[src/sv/irsw_pkg.sv]
// Package for the interlaced row shift wipe block.
// Holds the frame geometry, the fixed-point widths and the sideband type.
// No dependencies.
`default_nettype none

package irsw_pkg;

    // Frame geometry.
    localparam int LINE_WIDTH   = 640;
    localparam int FRAME_HEIGHT = 480;

    // Field widths.
    localparam int COL_W = 10;
    localparam int ROW_W = 9;
    localparam int PRG_W = 13;
    localparam int ROFS_W = 12;

    // Fixed-point constants.
    localparam int ONE_Q12 = 4096;
    localparam int ONE_Q16 = 65536;
    localparam int Q16_SH  = 16;
    localparam int P_SH    = 28;

    // Divider: u = (FRAME_HEIGHT << 16) / (row + FRAME_HEIGHT), never above 2^16.
    localparam int U_W   = Q16_SH + 1;
    localparam int DEN_W = $clog2(FRAME_HEIGHT + (1 << ROW_W));
    localparam int REM_W = DEN_W + U_W;
    localparam logic [REM_W-1:0] NUMER = REM_W'(FRAME_HEIGHT) << Q16_SH;

    // f = 4*u2 - 4*u - 1.0 stays within -2.0 .. -1.0, so its magnitude fits 18 bits.
    localparam int F_W   = U_W + 4;
    localparam int FM_W  = U_W + 1;
    localparam int W_W   = $clog2(LINE_WIDTH + 1);
    localparam int FR_W  = FM_W + PRG_W;
    localparam int P_W   = FR_W + W_W;
    localparam int MAG_W = P_W - P_SH;
    localparam int OFF_W = MAG_W + 1;
    localparam int SX_W  = ((OFF_W > COL_W + 1) ? OFF_W : COL_W + 1) + 1;

    // Saturation limits of the reported row offset.
    localparam int SAT_HI = (1 << (ROFS_W - 1)) - 1;
    localparam int SAT_LO = -(1 << (ROFS_W - 1));

    typedef struct packed {
        logic [COL_W-1:0] column;
        logic [ROW_W-1:0] row;
    } t_side;

endpackage

`default_nettype wire

[src/sv/irsw_div.sv]
// Pipelined restoring divider for the per-row factor u in Q16.
// One quotient bit per stage; the pixel position rides along as sideband.
// Depends on irsw_pkg.
`default_nettype none

module irsw_div (
    input  wire logic                       i_clk,
    input  wire logic                       i_rst_n,
    input  wire logic                       i_en,
    input  wire logic                       i_vld,
    input  wire irsw_pkg::t_side            i_side,
    output logic                            o_vld,
    output logic [irsw_pkg::U_W-1:0]        o_u,
    output irsw_pkg::t_side                 o_side
);
    import irsw_pkg::*;

    logic [U_W-1:0]   r_vld;
    logic [REM_W-1:0] r_rem  [U_W-1];
    logic [DEN_W-1:0] r_den  [U_W-1];
    logic [U_W-1:0]   r_quo  [U_W];
    t_side            r_side [U_W];

    logic [REM_W-1:0] c_rem  [U_W];
    logic [DEN_W-1:0] c_den  [U_W];
    logic [U_W-1:0]   c_quo  [U_W];
    t_side            c_side [U_W];
    logic [REM_W-1:0] c_dsh  [U_W];
    logic [U_W-1:0]   c_take;

    logic [REM_W-1:0] n_rem  [U_W-1];
    logic [U_W-1:0]   n_quo  [U_W];

    // Stage inputs: the first stage starts from the fixed dividend.
    assign c_rem[0]  = NUMER;
    assign c_den[0]  = DEN_W'(i_side.row) + DEN_W'(FRAME_HEIGHT);
    assign c_quo[0]  = '0;
    assign c_side[0] = i_side;

    for (genvar k = 1; k < U_W; k++) begin : g_link
        assign c_rem[k]  = r_rem[k-1];
        assign c_den[k]  = r_den[k-1];
        assign c_quo[k]  = r_quo[k-1];
        assign c_side[k] = r_side[k-1];
    end

    always_comb begin
        for (int k = 0; k < U_W; k++) begin
            c_dsh[k]  = REM_W'(c_den[k]) << (U_W - 1 - k);
            c_take[k] = (c_rem[k] >= c_dsh[k]);
            n_quo[k]  = c_quo[k];
            n_quo[k][U_W-1-k] = c_take[k];
        end
        for (int k = 0; k < U_W - 1; k++) begin
            n_rem[k] = c_take[k] ? (c_rem[k] - c_dsh[k]) : c_rem[k];
        end
    end

    always_ff @(posedge i_clk) begin
        if (!i_rst_n) begin
            r_vld <= '0;
        end else if (i_en) begin
            r_vld <= {r_vld[U_W-2:0], i_vld};
        end
    end

    always_ff @(posedge i_clk) begin
        if (i_en) begin
            for (int k = 0; k < U_W; k++) begin
                r_quo[k]  <= n_quo[k];
                r_side[k] <= c_side[k];
            end
            for (int k = 0; k < U_W - 1; k++) begin
                r_rem[k] <= n_rem[k];
                r_den[k] <= c_den[k];
            end
        end
    end

    assign o_vld  = r_vld[U_W-1];
    assign o_u    = r_quo[U_W-1];
    assign o_side = r_side[U_W-1];

endmodule

`default_nettype wire

[src/sv/irsw_ofs.sv]
// Row offset and source column pipeline: square, shape polynomial,
// progress scaling, line width scaling, sign, range test and saturation.
// Depends on irsw_pkg.
`default_nettype none

module irsw_ofs (
    input  wire logic                          i_clk,
    input  wire logic                          i_rst_n,
    input  wire logic                          i_en,
    input  wire logic                          i_vld,
    input  wire logic [irsw_pkg::U_W-1:0]      i_u,
    input  wire irsw_pkg::t_side               i_side,
    input  wire logic [irsw_pkg::PRG_W-1:0]    i_progress,
    output logic                               o_vld,
    output logic [irsw_pkg::COL_W-1:0]         o_source_column,
    output logic                               o_in_range,
    output logic signed [irsw_pkg::ROFS_W-1:0] o_row_offset
);
    import irsw_pkg::*;

    logic [5:0] r_vld;

    // Stage a: u and u^2 in Q16.
    logic [2*U_W-1:0] n_sq;
    logic [U_W-1:0]   r_a_u;
    logic [U_W-1:0]   r_a_u2;
    t_side            r_a_side;

    // Stage b: magnitude of f and the combined sign of the offset.
    logic [F_W-1:0]   n_f;
    logic [FM_W-1:0]  n_fmag;
    logic [FM_W-1:0]  r_b_fmag;
    logic             r_b_neg;
    logic [COL_W-1:0] r_b_col;

    // Stage c: |f| * remaining progress.
    logic [PRG_W-1:0] n_rem;
    logic [FR_W-1:0]  r_c_fr;
    logic             r_c_neg;
    logic [COL_W-1:0] r_c_col;

    // Stage d: scaled by the line width.
    logic [P_W-1:0]   r_d_pm;
    logic             r_d_neg;
    logic [COL_W-1:0] r_d_col;

    // Stage e: signed offset, truncated toward zero.
    logic [MAG_W-1:0] n_mag;
    logic [OFF_W-1:0] r_e_off;
    logic [COL_W-1:0] r_e_col;

    // Stage f: results.
    logic [SX_W-1:0]   n_offx;
    logic [SX_W-1:0]   n_sx;
    logic              n_ok;
    logic [ROFS_W-1:0] n_shown;
    logic [COL_W-1:0]  r_f_src;
    logic              r_f_ok;
    logic [ROFS_W-1:0] r_f_ofs;

    assign n_sq = (2*U_W)'(i_u) * (2*U_W)'(i_u);

    assign n_f    = (F_W'(r_a_u2) << 2) - (F_W'(r_a_u) << 2) - F_W'(ONE_Q16);
    assign n_fmag = n_f[F_W-1] ? FM_W'(F_W'(0) - n_f) : FM_W'(n_f);

    assign n_rem = (i_progress > PRG_W'(ONE_Q12)) ? '0 : (PRG_W'(ONE_Q12) - i_progress);

    assign n_mag = r_d_pm[P_W-1:P_SH];

    // Everything below runs in SX_W bits, wide enough for the exact source column.
    assign n_offx = {{(SX_W-OFF_W){r_e_off[OFF_W-1]}}, r_e_off};
    assign n_sx   = SX_W'(r_e_col) - n_offx;
    assign n_ok   = !n_sx[SX_W-1] && (n_sx < SX_W'(LINE_WIDTH));

    always_comb begin
        if ($signed(n_offx) > $signed(SX_W'(SAT_HI))) begin
            n_shown = ROFS_W'(SAT_HI);
        end else if ($signed(n_offx) < $signed(SX_W'(SAT_LO))) begin
            n_shown = ROFS_W'(SAT_LO);
        end else begin
            n_shown = n_offx[ROFS_W-1:0];
        end
    end

    always_ff @(posedge i_clk) begin
        if (!i_rst_n) begin
            r_vld <= '0;
        end else if (i_en) begin
            r_vld <= {r_vld[4:0], i_vld};
        end
    end

    always_ff @(posedge i_clk) begin
        if (i_en) begin
            r_a_u    <= i_u;
            r_a_u2   <= n_sq[Q16_SH+U_W-1:Q16_SH];
            r_a_side <= i_side;

            r_b_fmag <= n_fmag;
            r_b_neg  <= n_f[F_W-1] ^ r_a_side.row[0];
            r_b_col  <= r_a_side.column;

            r_c_fr   <= FR_W'(r_b_fmag) * FR_W'(n_rem);
            r_c_neg  <= r_b_neg;
            r_c_col  <= r_b_col;

            r_d_pm   <= P_W'(r_c_fr) * P_W'(LINE_WIDTH);
            r_d_neg  <= r_c_neg;
            r_d_col  <= r_c_col;

            r_e_off  <= r_d_neg ? (OFF_W'(0) - OFF_W'(n_mag)) : OFF_W'(n_mag);
            r_e_col  <= r_d_col;

            r_f_src  <= n_ok ? n_sx[COL_W-1:0] : '0;
            r_f_ok   <= n_ok;
            r_f_ofs  <= n_shown;
        end
    end

    assign o_vld           = r_vld[5];
    assign o_source_column = r_f_src;
    assign o_in_range      = r_f_ok;
    assign o_row_offset    = $signed(r_f_ofs);

endmodule

`default_nettype wire

[src/sv/interlaced_row_shift_wipe_core.sv]
// Interlaced row shift wipe: source column finder for one destination pixel.
// An accepted transaction passes through 17 divider stages, one quotient bit each,
// then 6 arithmetic stages before its result is presented.
// Throughput is one transaction per cycle; the whole pipeline holds while a result waits.
// Synchronous active-low reset clears all valid bits and sets progress to zero.
`default_nettype none

module interlaced_row_shift_wipe_core (
    input  wire logic                          i_clk,
    input  wire logic                          i_rst_n,
    input  wire logic                          i_cfg_we,
    input  wire logic [irsw_pkg::PRG_W-1:0]    i_cfg_data,
    input  wire logic                          i_in_valid,
    output logic                               o_in_ready,
    input  wire logic [irsw_pkg::COL_W-1:0]    i_column,
    input  wire logic [irsw_pkg::ROW_W-1:0]    i_row,
    output logic                               o_out_valid,
    input  wire logic                          i_out_ready,
    output logic [irsw_pkg::COL_W-1:0]         o_source_column,
    output logic                               o_in_range,
    output logic signed [irsw_pkg::ROFS_W-1:0] o_row_offset
);
    import irsw_pkg::*;

    logic [PRG_W-1:0] r_progress;
    logic             en;
    t_side            in_side;
    logic             div_vld;
    logic [U_W-1:0]   div_u;
    t_side            div_side;

    // The pipeline advances whenever the last stage is empty or being drained.
    assign en         = !o_out_valid || i_out_ready;
    assign o_in_ready = en;

    assign in_side.column = i_column;
    assign in_side.row    = i_row;

    always_ff @(posedge i_clk) begin
        if (!i_rst_n) begin
            r_progress <= '0;
        end else if (i_cfg_we) begin
            r_progress <= i_cfg_data;
        end
    end

    irsw_div u_div (
        .i_clk   (i_clk),
        .i_rst_n (i_rst_n),
        .i_en    (en),
        .i_vld   (i_in_valid),
        .i_side  (in_side),
        .o_vld   (div_vld),
        .o_u     (div_u),
        .o_side  (div_side)
    );

    irsw_ofs u_ofs (
        .i_clk           (i_clk),
        .i_rst_n         (i_rst_n),
        .i_en            (en),
        .i_vld           (div_vld),
        .i_u             (div_u),
        .i_side          (div_side),
        .i_progress      (r_progress),
        .o_vld           (o_out_valid),
        .o_source_column (o_source_column),
        .o_in_range      (o_in_range),
        .o_row_offset    (o_row_offset)
    );

endmodule

`default_nettype wire

[config.mk]
export PLATFORM = sky130hd
export DESIGN_NAME = interlaced_row_shift_wipe_core
export DESIGN_NICKNAME = d
export VERILOG_FILES = /design/src/sv/irsw_pkg.sv /design/src/sv/irsw_div.sv /design/src/sv/irsw_ofs.sv /design/src/sv/interlaced_row_shift_wipe_core.sv
export SDC_FILE = /design/constraint.sdc
export NUM_CORES = 2
export LEC_CHECK = 0
export BUFFER_PORTS_ARGS = -buffer_cell sky130_fd_sc_hd__clkbuf_2
export CAP_MARGIN = 20
export CORE_ASPECT_RATIO = 0.8
export CORE_MARGIN = 1
export CORE_UTILIZATION = 50
export CTS_CLUSTER_DIAMETER = 30
export DETAILED_ROUTE_END_ITERATION = 10
export GPL_TIMING_DRIVEN = 1
export PLACE_DENSITY = 0.75
export SKIP_CTS_REPAIR_TIMING = 1
export SYNTH_ARGS = -nofsm -noshare
export SYNTH_HDL_FRONTEND = slang
export SYNTH_SLANG_ARGS = --single-unit
[constraint.sdc]
create_clock -name i_clk -period 38 [get_ports i_clk]
set_clock_uncertainty 0.1 [all_clocks]
set_input_delay 1.9 -clock i_clk [delete_from_list [all_inputs] [get_ports i_clk]]
set_output_delay 1.9 -clock i_clk [all_outputs]
set_load 0.01 [all_outputs]
==> impl_metrics.toml <==
[placement]
gp_congestion = 0.879
pre_cts_ws_ns = 29.51
hpwlAfterDp_um = 77400
place_inst = 6512
port_buffers = 61

[timing]
period_minus_slack_ns = 8.44
report.final.slew_viol_count = 0
rsz0062_at_grt = "false"
setup_violations = 0
hold_viol = 0
fin_crit_sh = 0.222
clock.fmax_mhz = 118
timing.slew.headroom = 0.304
worstMarginPinSlew_ns = 1.04
tns_ns = 0
layout_setup_ws_ns = 29.56

[yosys]
synth_fa_ha_area_frac = 0.211
synth_cell_types = 77
syn_nets = 5801
synth-main-ff-cell = "edfxtp_1"
synthArstFlopShare = 0
synth_warnings = 0
syn_area_sq_um = 59500
yosys.area_share.simple = 0.107
muxShareOfSynthArea = 0.00884
synth_compound_area_frac = 0.0731
synth_top_family_by_area = "adder cells"
netlist_instances = 4978
yosysSeqAreaShare = 0.498
ys_ff_latch = 999
syn_avg_cell_area_sq_um = 11.9
synth-xor-area-share = 0.0479
synth_edf_count = 963

[finish]
regArea_sq_um = 29600
final_core_util = 0.577
drive_above_1_share = 0.0854
final_cells = 6829
insertedDiodeCount = 0
layout.nets = 5971
fill_cells = 8984
area_growth_pct = 13.7
multiInputGateArea_sq_um = 26700

[worst_setup_path]
critical_path_peak_fanout = 16
cp.arrival_ns = 8.87
critPathRequiredTime_ns = 38.44
critPathKind = "flop to flop"
cp-end-kind = "flop"
cp-start-kind = "flop"

[cts]
cts_sinks = 999
clockBufferDepth = 3
insertion_delay_ns = 0.78
root_buffer = "clkbuf_16"
path_clk_slew_ns = 0.06
cts_max_level = 4
tritoncts = "built"
cts_buffers = 168

[detailed_routing]
wl_per_cell_um = 16.1
drt_iter0_drc = 2652
first_pass_iters = 6
vias = 36284
drcViolationCount = 0
wl_um = 110000
via_per_inst = 5.31
ant_nets = 0

[global_route]
grt_pass1_wl_um = 184000
grt_max_degree = 167
grt_util_all_layers = 0.188
first_global_vias = 37132
antenna_found_initial = 1
grt_remaining_overflow = 0

[floorplan]
num_rows = 112
die_x_um = 388
die_h_um = 310
start_util = 0.507
pin_count = 62
dieArea_sq_um = 120000
core_sq_um = 117000

[flow_run]
cap_violations = 0

[hold_path]
hp-class = "flop to flop"

[run_status]
status = "completed"
[flip-flops by register name (all words and copies together), names as in the netlist, 17 cells and up]
name and flops:
u_ofs.r_c_fr 29, u_div.r_rem 296, u_div.r_side 176, u_div.r_vld 17, u_ofs.r_a_u2 17, u_ofs.r_a_u 17, u_div.r_den 155, u_div.r_quo 153
[Yosys cell counts (6+ instances only)]
master,number,share of area
o21a_1,42,0.0053
xnor2_1,193,0.028
or4_1,20,0.0025
nand4_1,28,0.0029
o22ai_1,14,0.0015
nor3b_1,6,0.00076
a31oi_1,12,0.0013
and3_1,21,0.0022
nor3_1,98,0.0082
nor2b_1,63,0.0066
xor2_1,132,0.019
mux2i_1,21,0.0035
a21oi_1,168,0.014
nand4b_1,7,0.0010
o31a_1,7,0.0010
and2_1,163,0.017
nand3_1,51,0.0043
a21boi_0,54,0.0068
o21ai_0,162,0.014
nand2_1,430,0.027
o31ai_1,32,0.0040
o21bai_1,10,0.0013
a211oi_1,18,0.0023
or3_1,42,0.0044
a31o_2,6,0.00088
o211ai_1,8,0.0010
edfxtp_1,963,0.49
a2111oi_0,8,0.0012
nor4_1,36,0.0038
nor4b_1,6,0.00088
or2_2,21,0.0022
nand2b_1,45,0.0047
ha_1,425,0.089
fa_1,361,0.12
dfxtp_1,36,0.012
clkbuf_1,91,0.0057
nor2_1,227,0.014
nand3b_1,9,0.0011
inv_1,749,0.047
a21o_1,93,0.012
mux2_2,27,0.0051
[cells by family after synthesis]
| group | after synthesis |
|---|---|
| and+or+nand+nor | 1290 |
| buffers and inverters | 849 |
| DFF | 999 |
| adders and majority gates | 786 |
| xor gates and xnor gates | 325 |
| muxes | 49 |
| AOI/OAI and AO/OA | 680 |
[final timing paths]
kind / start / end / slack, ns / cells past startpoint
min reg2reg: u_div.r_side[16][17] / u_ofs.r_a_side[17] / 0.26 / 0
min: u_div.r_side[16][17] / u_ofs.r_a_side[17] / 0.26 / 0
max reg2reg: r_progress[2] / u_ofs.r_c_fr[28] / 29.56 / 25
max: r_progress[2] / u_ofs.r_c_fr[28] / 29.56 / 25
[stage by stage]
stage	cell area (sq um)	hold WS, ns
3_5_place_dp	61600	0.305
3_3_place_gp	61600	0.300
2_1_floorplan	59500	0.300
5_1_grt	67600	0.262
6_report	67600	0.264
4_1_cts	67600	0.259
[final cells by class]
type	instances	area share
multi-input cells	3130	0.394
clock inverters	117	0.0232
repair buffers	99	0.00949
flip-flops and latches	999	0.438
clock buffers	195	0.0647
inverters	750	0.0417
well taps	1539	0.0285
[per-layer routing]
layer / vias to the layer above / part of all wire / global-route usage
met1: 17759 / 0.46 / 0.254
met4: 2 / 0.022 / 0.0634
met5: - / 0.00012 / 0
met3: 201 / 0.056 / 0.0378
li1: 17474 / - / -
met2: 848 / 0.47 / 0.304
[cell usage in the layout (no fill, tap or decap), types with 14 or more instances in the layout]
cell type,netlist,routed
o21a_1,42,42
and2_1,163,163
clkbuf_16,0,169
o31ai_1,32,32
a21oi_1,168,168
nand2b_1,45,45
edfxtp_1,963,963
or3_1,42,42
bufinv_16,0,19
clkinvlp_4,0,19
or2_2,21,21
dfxtp_1,36,36
nor2b_1,63,63
and3_1,21,21
nand4_1,28,28
nor3_1,98,98
mux2i_1,21,21
a21o_1,93,93
a211oi_1,18,16
inv_1,749,748
nor2_1,227,227
xor2_1,132,132
clkinv_4,0,17
clkbuf_2,0,61
buf_4,2,31
o21ai_0,162,161
nand2_1,430,430
or4_1,20,20
fa_1,361,361
nand3_1,51,51
inv_6,0,18
o22ai_1,14,14
clkbuf_1,91,21
a21boi_0,54,54
ha_1,425,425
xnor2_1,193,193
nor4_1,36,36
mux2_2,27,27
[worst max-delay path: stages (launching register included)]
cell,delay (ns)
dfxtp_1,0.34
or3_1,0.37
nor4_1,0.36
nand2_1,0.14
or3_1,0.37
o21a_1,0.31
nor2b_1,0.85
and2_1,0.26
fa_1,0.42
inv_1,0.09
fa_1,0.38
inv_1,0.08
fa_1,0.44
fa_1,0.51
inv_1,0.06
fa_1,0.52
inv_1,0.04
ha_1,0.39
a2111oi_0,0.44
o21ai_0,0.24
a2111oi_0,0.62
o221a_2,0.33
a21oi_1,0.10
a21o_1,0.19
a21oi_1,0.16
xnor2_1,0.08
Power is not shown: default switching activity piles up to over one toggle a cycle in this logic, so the estimate is an artifact.
